==> config.mk <==
export PLATFORM = sky130hd
export DESIGN_NAME = sbus_frame_decoder
export DESIGN_NICKNAME = d
export VERILOG_FILES = /design/src/hdl/sfd_pkg.sv /design/src/hdl/sbus_frame_decoder.sv
export SDC_FILE = /design/constraint.sdc
export NUM_CORES = 1
export LEC_CHECK = 0
export ABC_AREA = 1
export BUFFER_PORTS_ARGS = -buffer_cell sky130_fd_sc_hd__buf_2
export CAP_MARGIN = 30
export CORE_ASPECT_RATIO = 0.8
export CORE_MARGIN = 1
export CORE_UTILIZATION = 29
export DETAILED_ROUTE_END_ITERATION = 10
export SLEW_MARGIN = 30
export SYNTH_ARGS = -nofsm -noshare
export SYNTH_HDL_FRONTEND = slang
export SYNTH_SLANG_ARGS = --single-unit
==> constraint.sdc <==
create_clock -name clk -period 14.3 [get_ports clk]
set_input_delay 0.715 -clock clk [delete_from_list [all_inputs] [get_ports clk]]
set_output_delay 0.715 -clock clk [all_outputs]
set_load 0.05 [all_outputs]
==> src/hdl/sfd_pkg.sv <==
// ----------------------------------------------------------------------------
// sfd_pkg
// Shared types and constants for the S.BUS frame decoder.
// ----------------------------------------------------------------------------
package sfd_pkg;

  localparam logic [7:0]  START_BYTE    = 8'h0F;
  localparam int          PAY_BYTES     = 22;
  localparam int          PAY_W         = PAY_BYTES * 8;
  localparam int          CH_W          = 11;
  localparam int          MAX_CHANNELS  = 16;
  localparam logic [4:0]  CNT_PAY_FIRST = 5'd1;
  localparam logic [4:0]  CNT_PAY_LAST  = 5'd22;
  localparam logic [4:0]  CNT_FLAGS     = 5'd23;
  localparam logic [4:0]  CNT_FRAME_END = 5'd24;
  localparam int          FAILSAFE_BIT  = 3;
  localparam int          LOST_BIT      = 2;

  localparam logic [15:0] GAIN_RESET    = 16'd2560;
  localparam logic [15:0] OFFSET_RESET  = 16'd875;

  typedef enum logic {
    REG_SCALE_GAIN   = 1'b0,
    REG_SCALE_OFFSET = 1'b1
  } reg_idx_t;

endpackage

==> src/hdl/sbus_frame_decoder.sv <==
// ----------------------------------------------------------------------------
// sbus_frame_decoder
// Collects 25-byte S.BUS frames, unpacks the 11-bit channels and emits one
// scaled, rounded and saturated item per channel with the frame flags.
//
//   channel  dir   handshake            payload
//   in_      in    in_valid/in_stall    in_rx_byte
//   out_     out   out_valid/out_stall  index, value, failsafe, lost, last, count
//   cfg      in    APB, pready tied 1   scale_gain @0x0, scale_offset @0x4
//
// One input byte is taken per cycle unless in_stall holds it; a frame's channels
// leave one per cycle from the unpack shift register unless the output stalls.
// The closing byte of a frame is stalled while the previous frame still has
// channels waiting to leave.
// Output items reach the port in the cycle after they leave the unpack register.
// Synchronous active-low reset clears the framer, counters and valid flags.
// ----------------------------------------------------------------------------
module sbus_frame_decoder
  import sfd_pkg::*;
#(
  parameter int NUM_CHANNELS = 16
) (
  input  logic        clk,
  input  logic        rst_n,
  input  logic        in_valid,
  output logic        in_stall,
  input  logic [7:0]  in_rx_byte,
  output logic        out_valid,
  input  logic        out_stall,
  output logic [3:0]  out_channel_index,
  output logic [15:0] out_channel_value,
  output logic        out_failsafe,
  output logic        out_signal_lost,
  output logic        out_last_channel,
  output logic [31:0] out_good_frame_count,
  input  logic        psel,
  input  logic        penable,
  input  logic        pwrite,
  input  logic [2:0]  paddr,
  input  logic [31:0] pwdata,
  output logic [31:0] prdata,
  output logic        pready
);

  localparam int         EM_W    = CH_W * NUM_CHANNELS;
  localparam logic [3:0] CH_LAST = 4'(NUM_CHANNELS - 1);

  logic [15:0]        gain_r;
  logic signed [15:0] offset_r;

  logic               in_frame_r;
  logic [4:0]         byte_cnt_r;
  logic [PAY_W-1:0]   pay_r;
  logic [7:0]         flags_r;
  logic [31:0]        frames_r;

  logic               em_busy_r;
  logic [3:0]         em_ch_r;
  logic [EM_W-1:0]    em_data_r;
  logic               em_fs_r;
  logic               em_lost_r;
  logic [31:0]        em_cnt_r;

  logic               out_valid_r;
  logic [3:0]         out_ch_r;
  logic [15:0]        out_val_r;
  logic               out_fs_r;
  logic               out_lost_r;
  logic               out_last_r;
  logic [31:0]        out_cnt_r;

  logic               cfg_wr;
  logic               in_acc;
  logic               frame_end;
  logic               out_free;
  logic               em_take;
  logic [CH_W-1:0]    raw;
  logic [26:0]        prod;
  logic signed [28:0] sum;
  logic [16:0]        quo;
  logic [15:0]        val_nxt;

  assign pready = 1'b1;
  assign cfg_wr = psel & penable & pwrite & pready;

  always_comb begin
    case (reg_idx_t'(paddr[2]))
      REG_SCALE_GAIN:   prdata = {16'd0, gain_r};
      REG_SCALE_OFFSET: prdata = {{16{offset_r[15]}}, offset_r};
      default:          prdata = 32'd0;
    endcase
  end

  assign in_stall  = in_frame_r & (byte_cnt_r == CNT_FRAME_END) & em_busy_r;
  assign in_acc    = in_valid & ~in_stall;
  assign frame_end = in_acc & in_frame_r & (byte_cnt_r == CNT_FRAME_END);
  assign out_free  = ~out_valid_r | ~out_stall;
  assign em_take   = em_busy_r & out_free;

  assign raw  = em_data_r[CH_W-1:0];
  assign prod = 27'(raw) * 27'(gain_r);
  assign sum  = $signed({2'b00, prod}) + (29'(offset_r) <<< 12) + 29'sd2048;
  assign quo  = sum[28:12];

  always_comb begin
    if (sum[28]) begin
      val_nxt = 16'd0;
    end else if (quo[16]) begin
      val_nxt = 16'hFFFF;
    end else begin
      val_nxt = quo[15:0];
    end
  end

  always_ff @(posedge clk) begin
    if (!rst_n) begin
      gain_r      <= GAIN_RESET;
      offset_r    <= OFFSET_RESET;
      in_frame_r  <= 1'b0;
      byte_cnt_r  <= 5'd0;
      frames_r    <= 32'd0;
      em_busy_r   <= 1'b0;
      em_ch_r     <= 4'd0;
      out_valid_r <= 1'b0;
    end else begin
      if (cfg_wr) begin
        case (reg_idx_t'(paddr[2]))
          REG_SCALE_GAIN:   gain_r   <= pwdata[15:0];
          REG_SCALE_OFFSET: offset_r <= pwdata[15:0];
          default: ;
        endcase
      end
      if (in_acc) begin
        if (!in_frame_r) begin
          if (in_rx_byte == START_BYTE) begin
            in_frame_r <= 1'b1;
            byte_cnt_r <= CNT_PAY_FIRST;
          end
        end else if (byte_cnt_r == CNT_FRAME_END) begin
          in_frame_r <= 1'b0;
          byte_cnt_r <= 5'd0;
          frames_r   <= frames_r + 32'd1;
        end else begin
          byte_cnt_r <= byte_cnt_r + 5'd1;
        end
      end
      if (frame_end) begin
        em_busy_r <= 1'b1;
        em_ch_r   <= 4'd0;
      end else if (em_take) begin
        em_ch_r <= em_ch_r + 4'd1;
        if (em_ch_r == CH_LAST) begin
          em_busy_r <= 1'b0;
        end
      end
      if (out_free) begin
        out_valid_r <= em_busy_r;
      end
    end
  end

  always_ff @(posedge clk) begin
    if (in_acc && in_frame_r) begin
      if (byte_cnt_r >= CNT_PAY_FIRST && byte_cnt_r <= CNT_PAY_LAST) begin
        pay_r <= {in_rx_byte, pay_r[PAY_W-1:8]};
      end
      if (byte_cnt_r == CNT_FLAGS) begin
        flags_r <= in_rx_byte;
      end
    end
    if (frame_end) begin
      em_data_r <= pay_r[EM_W-1:0];
      em_fs_r   <= flags_r[FAILSAFE_BIT];
      em_lost_r <= flags_r[FAILSAFE_BIT] | flags_r[LOST_BIT];
      em_cnt_r  <= frames_r + 32'd1;
    end else if (em_take) begin
      em_data_r <= em_data_r >> CH_W;
    end
    if (em_take) begin
      out_ch_r   <= em_ch_r;
      out_val_r  <= val_nxt;
      out_fs_r   <= em_fs_r;
      out_lost_r <= em_lost_r;
      out_last_r <= (em_ch_r == CH_LAST);
      out_cnt_r  <= em_cnt_r;
    end
  end

  assign out_valid            = out_valid_r;
  assign out_channel_index    = out_ch_r;
  assign out_channel_value    = out_val_r;
  assign out_failsafe         = out_fs_r;
  assign out_signal_lost      = out_lost_r;
  assign out_last_channel     = out_last_r;
  assign out_good_frame_count = out_cnt_r;

  a_frame_starts_burst: assert property (@(posedge clk) disable iff (!rst_n)
    frame_end |=> em_busy_r && em_ch_r == 4'd0)
    else $error("frame end did not start a channel burst");

  a_stall_only_when_busy: assert property (@(posedge clk) disable iff (!rst_n)
    in_stall |-> em_busy_r && in_frame_r)
    else $error("input stalled with no burst pending");

  a_ch_in_range: assert property (@(posedge clk) disable iff (!rst_n)
    em_busy_r |-> em_ch_r <= CH_LAST)
    else $error("channel counter out of range");

  a_last_marks_top: assert property (@(posedge clk) disable iff (!rst_n)
    out_valid_r && out_last_r |-> out_ch_r == CH_LAST)
    else $error("last flag on wrong channel");

  a_byte_cnt_range: assert property (@(posedge clk) disable iff (!rst_n)
    byte_cnt_r <= CNT_FRAME_END && (in_frame_r || byte_cnt_r == 5'd0))
    else $error("byte counter out of range");

endmodule
After elaboration in Yosys (flattened, before gate mapping):

Index checks and enable logic that the tools add are counted.

* add/sub/neg operators: 5
* multipliers: 1
* magnitude comparators: 2
* equality and inequality tests: 4
* mux-type cells: 12
* bitwise gates (word level): 15
* reductions and logical operators: 13

Operator list (count)
* 176-bit two-way mux: 2
* 32-bit one-hot mux with 2 select lines: 1
* 32-bit by 1-bit adder with 32-bit output, second input constant: 1
* 28-bit by 28-bit adder with 29-bit output: 1
* 29-bit by 13-bit adder with 29-bit output, second input constant: 1
* 11-bit by 16-bit multiplier with 27-bit output: 1
* 5-bit two-way mux: 3
* 2-bit AND reduction: 6
* 5-bit == test, second input constant: 2
* 1-bit AND: 8
* 8-bit by 4-bit == test with 1-bit output, second input constant: 1
* 1-bit two-way mux: 6
* 2-bit nonzero test: 3
* 5-bit by 1-bit adder with 5-bit output, second input constant: 1
* 5-bit by 1-bit greater-or-equal comparator with 1-bit output, second input constant: 1
* 5-bit <= comparator, second input constant: 1
* 1-bit inverter: 5
* 4-bit by 1-bit adder with 4-bit output, second input constant: 1
* 4-bit == test, second input constant: 1
* 3-bit AND reduction: 1
* 1-bit logical AND: 2
* 1-bit OR: 2
* 2-bit OR reduction: 1

* bits in registers: 521
* bits of input ports: 50
* word-level logic and storage cells: 72

Longest topological paths before layout:

Gate-level depths: netlist (run 1).

* depth after elaboration: 9
* mapped depth: 36
* depth with buffers taken out: 35

Worst setup path after synthesis (run 1):

OpenSTA, ideal clock, no wires.

* path type: reg2reg
* start point: reg byte_cnt_r[0]
* end point: reg pay_r[0], enable pin
* data arrival time: 13.826 ns
* setup slack: -0.517 ns
* cell stages (with the launch flop): 10
* buffers on the path: 0
* cell sequence: dfxtp_1 inv_1 ha_1 nand4_1 nor2_1 nand2_1 nand2_1 inv_2 nand2_1 a221oi_1

* longest elaborated chain between the ends: 7

RTL lines
* from (decl): RTL line sbus_frame_decoder.sv:52 `logic [4:0] byte_cnt_r;`
* from (signal assigned): RTL line sbus_frame_decoder.sv:144 `byte_cnt_r <= byte_cnt_r + 5'd1;`
* 5-bit == test: RTL line sbus_frame_decoder.sv:94 `assign in_stall = in_frame_r & (byte_cnt_r == CNT_FRAME_END) & em_busy_r;`
* 1-bit AND (2 in series): RTL line sbus_frame_decoder.sv:94
* 1-bit inverter: RTL line sbus_frame_decoder.sv:95 `assign in_acc = in_valid & ~in_stall;`
* 1-bit AND: RTL line sbus_frame_decoder.sv:95
* 1-bit logical AND: RTL line sbus_frame_decoder.sv:163 `if (in_acc && in_frame_r) begin`
* 2-bit AND reduction (no source line) (*)
* to (signal assigned): RTL line sbus_frame_decoder.sv:165 `pay_r <= {in_rx_byte, pay_r[PAY_W-1:8]};`
* to (decl): RTL line sbus_frame_decoder.sv:53 `logic [PAY_W-1:0] pay_r;`

Every way passes the cells marked *; elsewhere a longest branch is shown, timed or not.
A chain may end at the register's enable or synchronous reset.

Final worst setup path (run 1):

* start point: reg em_data_r[7]
* end point: reg out_val_r[9], in the netlist out_channel_value[9], data pin

* longest elaborated chain between the ends: 3

RTL lines
* from (decl): RTL line sbus_frame_decoder.sv:59 `logic [EM_W-1:0] em_data_r;`
* from (signal assigned): RTL line sbus_frame_decoder.sv:172 `em_data_r <= pay_r[EM_W-1:0];`
* from (signal assigned): RTL line sbus_frame_decoder.sv:177 `em_data_r <= em_data_r >> CH_W;`
* 11-bit by 16-bit multiplier with 27-bit output: RTL line sbus_frame_decoder.sv:101 `assign prod = 27'(raw) * 27'(gain_r);`
* 28-bit by 28-bit adder with 29-bit output: RTL line sbus_frame_decoder.sv:102 `assign sum = $signed({2'b00, prod}) + (29'(offset_r) <<< 12) + 29'sd2048;`
* 29-bit by 13-bit adder with 29-bit output: RTL line sbus_frame_decoder.sv:102
* to (signal assigned): RTL line sbus_frame_decoder.sv:181 `out_val_r <= val_nxt;`
* to (decl): RTL line sbus_frame_decoder.sv:66 `logic [15:0] out_val_r;`

Every way passes these cells.

==> metrics.md, run 1 <==
| Metric | Value |
|---|---|
| Total global-route track usage | 11.5% |
| Maxcap violations | 0 |
| Async SR Flop Fraction | 0% |
| Clock Root Buffer | clkbuf_16 |
| Internal power | 2.61 mW |
| Die W | 337 um |
| Via count | 16300 |
| Slowest cell on crit path | edfxtp_1 |
| First-pass DRT Iterations | 5 |
| CTS tree | done |
| Starting Density | 29.5% |
| Final worst path period share | 53.5% |
| Resized Gates After CTS | 0 |
| Crit start category | flop |
| Layout Cells excl Fill | 3817 |
| Final hold vios | 0 |
| Buf+Inv Stages, Crit Path | 5 |
| Routability congestion estimate from global placement | 0.862 |
| Avg Cell Area, Syn | 10.4 sq um |
| Synth area leaders | edfxtp_1, nand2_1, fa_1, dfxtp_1, inv_1 |
| Reg power frac | 47.2% |
| Worst endpoint required time | 14640 ps |
| Number of synthesized flops with an enable pin | 443 |
| Leakage | 12.7 nW |
| HP Class | in2reg |
| Global-route wire length before repair | 84.9 mm |
| Minimum clock period | 7650 ps |
| Initial antenna violation count | 4 |
| Peak Freq | 131 MHz |
| Max Slew Vio Count | 0 |
| Clock Power Share | 40.2% |
| Cell Area, Synth | 26000 sq um |
| Clock-pin slew on the worst setup and hold paths | 60 ps |
| Top Metal Used | met5 |
| TritonCTS Buffers | 52 |
| CP most frequent cell | fa_1 |
| Bufs on Longest Clock Path | 3 |
| Avg Vias per Cell | 4.28 |
| Count leader, synth | nand2_1 |
| WS Path Type | reg2reg |
| Vias in the first global route | 16100 |
| Post-place setup slack | 6830 ps |
| Worst skew pair latency | 610 ps |
| Post-synth top area share | 51.2% |
| Top FF cell, synth | edfxtp_1 |
| WP data arrival | 7990 ps |
| Netlist cell types | 49 |
| Port bufs | 120 |
| Critical Path Sink Type | flop |
| Worst rel slew slack | 44.7% |
| Outcome | finished clean |
| Per-cell routed wire length | 13.7 um |
| CORE AREA | 88100 sq um |
| Critical path's largest stage delay | 840 ps |
| Least-Margin Pin Slew | 822 ps |
| Dpl cells | 3719 |
| Area Growth Syn to Fin | 13.6% |
| WL met1 | 25.7 mm |
| Flops & latches, synth | 519 |
| Pwr dens | 118 nW/um^2 |
| Sw Ratio | 25.4% |
| Die ar. | 90800 sq um |
| CP max FO | 16 |
| Syn_nets | 2765 |
| RSZ-0062 raised after global routing | false |
| Worst VDD drop | 0.0974 mV |
| P_sw | 0.886 mW |
| Cell Area, Placed | 27700 sq um |
| Cell family with the largest share of critical-path delay | adder cells |
| Core Rows | 97 |
| Met2 routed WL | 22.8 mm |
| Antenna violation net count after detailed routing | 0 |
| Maximum number of pins on one net before global-route repair | 177 |
| Sequential area share after synthesis | 57.0% |
| Top cells by count, synth | nand2_1, edfxtp_1, inv_1 |
| Logic gate share of total power | 12.7% |
| Final setup viols | 0 |
| WL met3 | 3.01 mm |
| Final wirelength | 52.4 mm |
| Final HPWL DP | 35.1 mm |
| Clock Skew | 35.1 ps |
| H-Tree Level Count | 2 |
| R2R setup slack | 6650 ps |
| Cts hold-fix bufs | 0 |
| Die H | 270 um |
| Fin nets | 2844 |
| First-iteration detailed-routing DRC count | 1281 |
| Diodes inserted | 0 |
| Ports | 140 |
| Post-synth top area cell | edfxtp_1 |
| Post-route DRC | 0 |
| Mapped Cells | 2507 |
| Final worst slack | 6650 ps |
| Post-CTS setup buffers | 0 |
| Total grt overflow | 0 |
| Setup TNS | 0 ps |
| CTS Sinks | 519 |
| Ratio of cells with drive above 1 in the final layout | 9.62% |
| Ys Warns | 0 |
| Cell area after layout | 29500 sq um |
[state kept, by name, indices dropped and copies added, names as in the netlist, 16 cells and up]
name	cells
em_cnt_r	32
em_data_r	176
frames_r	32
gain_r	16
offset_r	16
out_channel_value	16
out_good_frame_count	32
pay_r	176
[power by group through the flow]
stage	combinational (mW)	sequential, mW	clock (mW)
final	0.442	1.65	1.40
after global routing	0.500	1.65	1.50
after CTS	0.441	1.65	1.44
after detailed placement	0.437	1.68	0
after global placement	0.434	1.68	0
after floorplan	0.339	1.67	0
[path summary, 6_finish.rpt]
kind,startpoint,end,depth (start not counted)
max,em_data_r[7],out_channel_value[9],27
min,in_rx_byte[4],pay_r[172],1
max reg2reg,em_data_r[7],out_channel_value[9],27
min reg2reg,em_cnt_r[17],out_good_frame_count[17],0
[logic make-up after synthesis]
| group | count (synthesis) | share of synthesized area, % |
|---|---|---|
| xor+xnor | 59 | 1.99 |
| other cells | 1 | 0.0144 |
| buf+inv | 450 | 6.84 |
| flops | 519 | 57.0 |
| simple gates | 1124 | 17.4 |
| compound gates | 146 | 3.05 |
| fa+ha+maj | 208 | 13.6 |
[metrics by stage]
stage	hold slack, ps	total power [mW]	util, %
CTS	249	3.52	33.5
global placement	403	2.11	31.5
global route	259	3.64	33.5
finish	292	3.49	33.5
floorplan	400	2.01	-
detailed placement	406	2.12	31.5
[placed cells by master (no fill, tap or decap), types with 10 or more instances in the layout]
master / netlist / layout
clkbuf_16: 0 / 52
nor2_1: 108 / 107
edfxtp_1: 443 / 443
xor2_1: 54 / 54
nor3_1: 17 / 17
clkbuf_1: 70 / 10
fa_1: 125 / 125
nand2_1: 902 / 899
inv_1: 333 / 332
ha_1: 83 / 83
o21ai_0: 59 / 59
buf_2: 20 / 120
a21oi_1: 55 / 55
clkinv_2: 0 / 13
nor4_1: 12 / 12
dfxtp_1: 76 / 76
nand3_1: 46 / 46
[area by class of cell]
type	instances	area [sq um]
fill	8887	58600
sequential	519	14800
multi-input combinational	1538	9440
tap	1188	1490
clock buffer	64	1370
inverter	341	1290
timing repair buffer	134	749
clock inverter	33	384
[routing by layer]
layer  up-vias  global-route usage, %
met4         6                   2.56
met2       310                   17.2
met1      7848                   17.1
met3        68                   2.33
met5         -                      0
li1       8115                      -
(Power assumes the default switching activity.)
==> inputs of run 2 (changes only) <==
ABC_AREA = 0   (was 1)
clock period = 6.55 ns   (was 14.3 ns; I/O delays follow)
==> metrics.md, run 2 <==
| Metric | Value |
|---|---|
| Outcome | finished, violations left |
| Failing checks | negative setup slack |
| Avg Vias per Cell | 4.32 |
| Final setup viols | 16 |
| Die ar. | 89600 sq um |
| Routability congestion estimate from global placement | 0.835 |
| Final hold vios | 0 |
| Worst rel slew slack | 41.9% |
| Post-synth top area cell | edfxtp_1 |
| Commonest cells after routing, fill and taps aside | nand2_1, edfxtp_1, buf_4 |
| WL met1 | 25.5 mm |
| Clock Root Buffer | clkbuf_16 |
| Total power | 9.16 mW |
| Least-Margin Pin Slew | 871 ps |
| Sw Ratio | 28.2% |
| Starting Density | 29.3% |
| Antenna violation net count after detailed routing | 0 |
| H-Tree Level Count | 2 |
| Ys Warns | 0 |
| Vias in the first global route | 16100 |
| Total global-route track usage | 11.9% |
| Ports | 140 |
| Worst VDD drop | 0.272 mV |
| Port bufs | 120 |
| CTS Sinks | 519 |
| Dpl cells | 3597 |
| Critical path's largest stage delay | 560 ps |
| Avg Cell Area, Syn | 11.5 sq um |
| First-pass DRT Iterations | 5 |
| Largest regs | em_data_r (176), pay_r (176) |
| P_sw | 2.58 mW |
| Reg power frac | 39.5% |
| Per-cell routed wire length | 14.3 um |
| RSZ-0062 raised after global routing | true |
| Slowest cell on crit path | fa_1 |
| Via count | 16100 |
| TritonCTS Buffers | 47 |
| CTS tree | done |
| Mapped Cells | 2235 |
| Logic gate share of total power | 29.6% |
| Core Rows | 97 |
| Count leader, synth | nand2_1 |
| Final worst path period share | 105% |
| Sequential area share after synthesis | 57.8% |
| Max Slew Vio Count | 0 |
| Final wirelength | 53.5 mm |
| Area Growth Syn to Fin | 22.3% |
| Final worst slack | -356 ps |
| Top FF cell, synth | edfxtp_1 |
| Worst endpoint required time | 6890 ps |
| Initial antenna violation count | 0 |
| Leakage | 12.3 nW |
| Diodes inserted | 0 |
| Flops & latches, synth | 519 |
| CP max FO | 6 |
| Clock Skew | 17.1 ps |
| CORE AREA | 87600 sq um |
| Layout Cells excl Fill | 3734 |
| Netlist cell types | 64 |
| Worst skew pair latency | 590 ps |
| Final HPWL DP | 35.3 mm |
| Critical Path Sink Type | flop |
| Sequential cell area | 14800 sq um |
| WL met3 | 2.25 mm |
| Die H | 268 um |
| Fin nets | 2767 |
| Number of synthesized flops with an enable pin | 443 |
| Synth area leaders | edfxtp_1, nand2_1, fa_1, dfxtp_1, ha_1 |
| Post-synth top area share | 51.9% |
| Crit start category | flop |
| First-iteration detailed-routing DRC count | 1021 |
| Die W | 335 um |
| WS Path Type | reg2reg |
| Post-route DRC | 0 |
| Clock Power Share | 30.9% |
| Async SR Flop Fraction | 0% |
| Met2 routed WL | 24.4 mm |
| HP Class | in2reg |
| WP data arrival | 7240 ps |
| Ratio of cells with drive above 1 in the final layout | 20.7% |
| Filler Cells Inserted | 8604 |
| Pwr dens | 292 nW/um^2 |
| Bufs on Longest Clock Path | 3 |
| Top cells by count, synth | nand2_1, edfxtp_1, inv_1 |
| Commonest non-fill, non-tap cell in the layout | nand2_1 |
| Maxcap violations | 0 |
| Syn_nets | 2493 |
| Cell Area, Synth | 25600 sq um |
| Multi-input logic area | 10400 sq um |
| Peak Freq | 145 MHz |
| Maximum number of pins on one net before global-route repair | 177 |
| Internal power | 6.57 mW |
| Global-route wire length before repair | 86.2 mm |
| Total grt overflow | 0 |
| Top Metal Used | met4 |
| Minimum clock period | 6910 ps |
| Clock-pin slew on the worst setup and hold paths | 80 ps |
==> run 2: cell count changes after synthesis, sizes merged, moves of 17 or more <==
cell,change
nand2,-211
inv,-167
and2,+118
nor2,-58
o21ai,-46
xnor2,+40
a21oi,-34
a21boi,+32
xor2,-20
buf,-18
clkbuf,+17
==> run 2: stage by stage <==
stage                     area [sq um]  TNS [ps]  setup WS [ps]  hold slack (ps)  utilization [%]
after detailed placement         28800     -9150           -598              405             32.9
after CTS                        31100     -2480           -266             11.0             35.5
after global routing             31400    -10330           -673             22.3             35.8
final                            31400     -5310           -356             32.9             35.8
after floorplan                  26000     -89.2          -89.2              400                -
after global placement           28800     -8700           -615              404             32.8
==> run 2: cells by family after synthesis <==
kind of cell / count (synthesis) / synth area share (%)
other cells: 1 / 0.0146
compound gates: 136 / 3.69
mux: 16 / 0.698
simple gates: 996 / 17.0
xor+xnor: 79 / 2.70
flops: 519 / 57.8
buf+inv: 280 / 4.35
fa+ha+maj: 208 / 13.8
==> run 2: worst max-delay path: cells and delay by family, from the launching register on <==
family | cells | cell delay [ps]
adder cells (fa/ha/maj) | 7 | 2940
buffers and inverters | 7 | 810
flip-flops | 1 | 480
AND/OR/NAND/NOR | 5 | 560
AO/OA/AOI/OAI | 10 | 1880
==> run 2: path summary, 6_finish.rpt <==
path	depth (start not counted)	endpoint	slack (ps)	start
worst min-delay path	3	offset_r[12]	30	pwdata[12]
worst min register to register	0	out_good_frame_count[27]	420	em_cnt_r[27]
worst max register to register	29	out_channel_value[9]	-360	em_data_r[3]
worst max-delay path	29	out_channel_value[9]	-360	em_data_r[3]
==> run 2: layout make-up <==
cell class	instances	share of cell area (%)
sequential	519	47.3
multi-input combinational	1436	33.1
timing repair buffer	333	7.85
tap	1188	4.74
clock buffer	57	3.87
inverter	172	2.08
clock inverter	29	1.10
==> run 2: power by group through the flow <==
stage / combinational (mW) / clock, mW / sequential [mW]
2_1_floorplan: 1.44 / 0 / 3.68
3_3_place_gp: 2.30 / 0 / 3.69
3_5_place_dp: 2.31 / 0 / 3.69
4_1_cts: 2.60 / 2.91 / 3.62
5_1_grt: 2.99 / 3.04 / 3.62
6_report: 2.71 / 2.83 / 3.62
==> run 2: what timing repair did <==
| action | in CTS | in global routing |
|---|---|---|
| gates cloned | 1 | 0 |
| endpoints found under the hold margin | 28 | 0 |
| buffers inserted | 22 | 6 |
| resized for setup | 94 | 32 |
| pin swaps | 61 | 27 |
| endpoints found under the setup margin | 16 | 16 |
| hold buffers | 21 | 0 |
==> run 2: metal layers <==
layer  vias up  global-route usage [%]
met2       248                    18.8
met3        80                    2.01
met1      7869                    16.9
met5         -                       0
li1       7921                       -
met4         0                    3.33
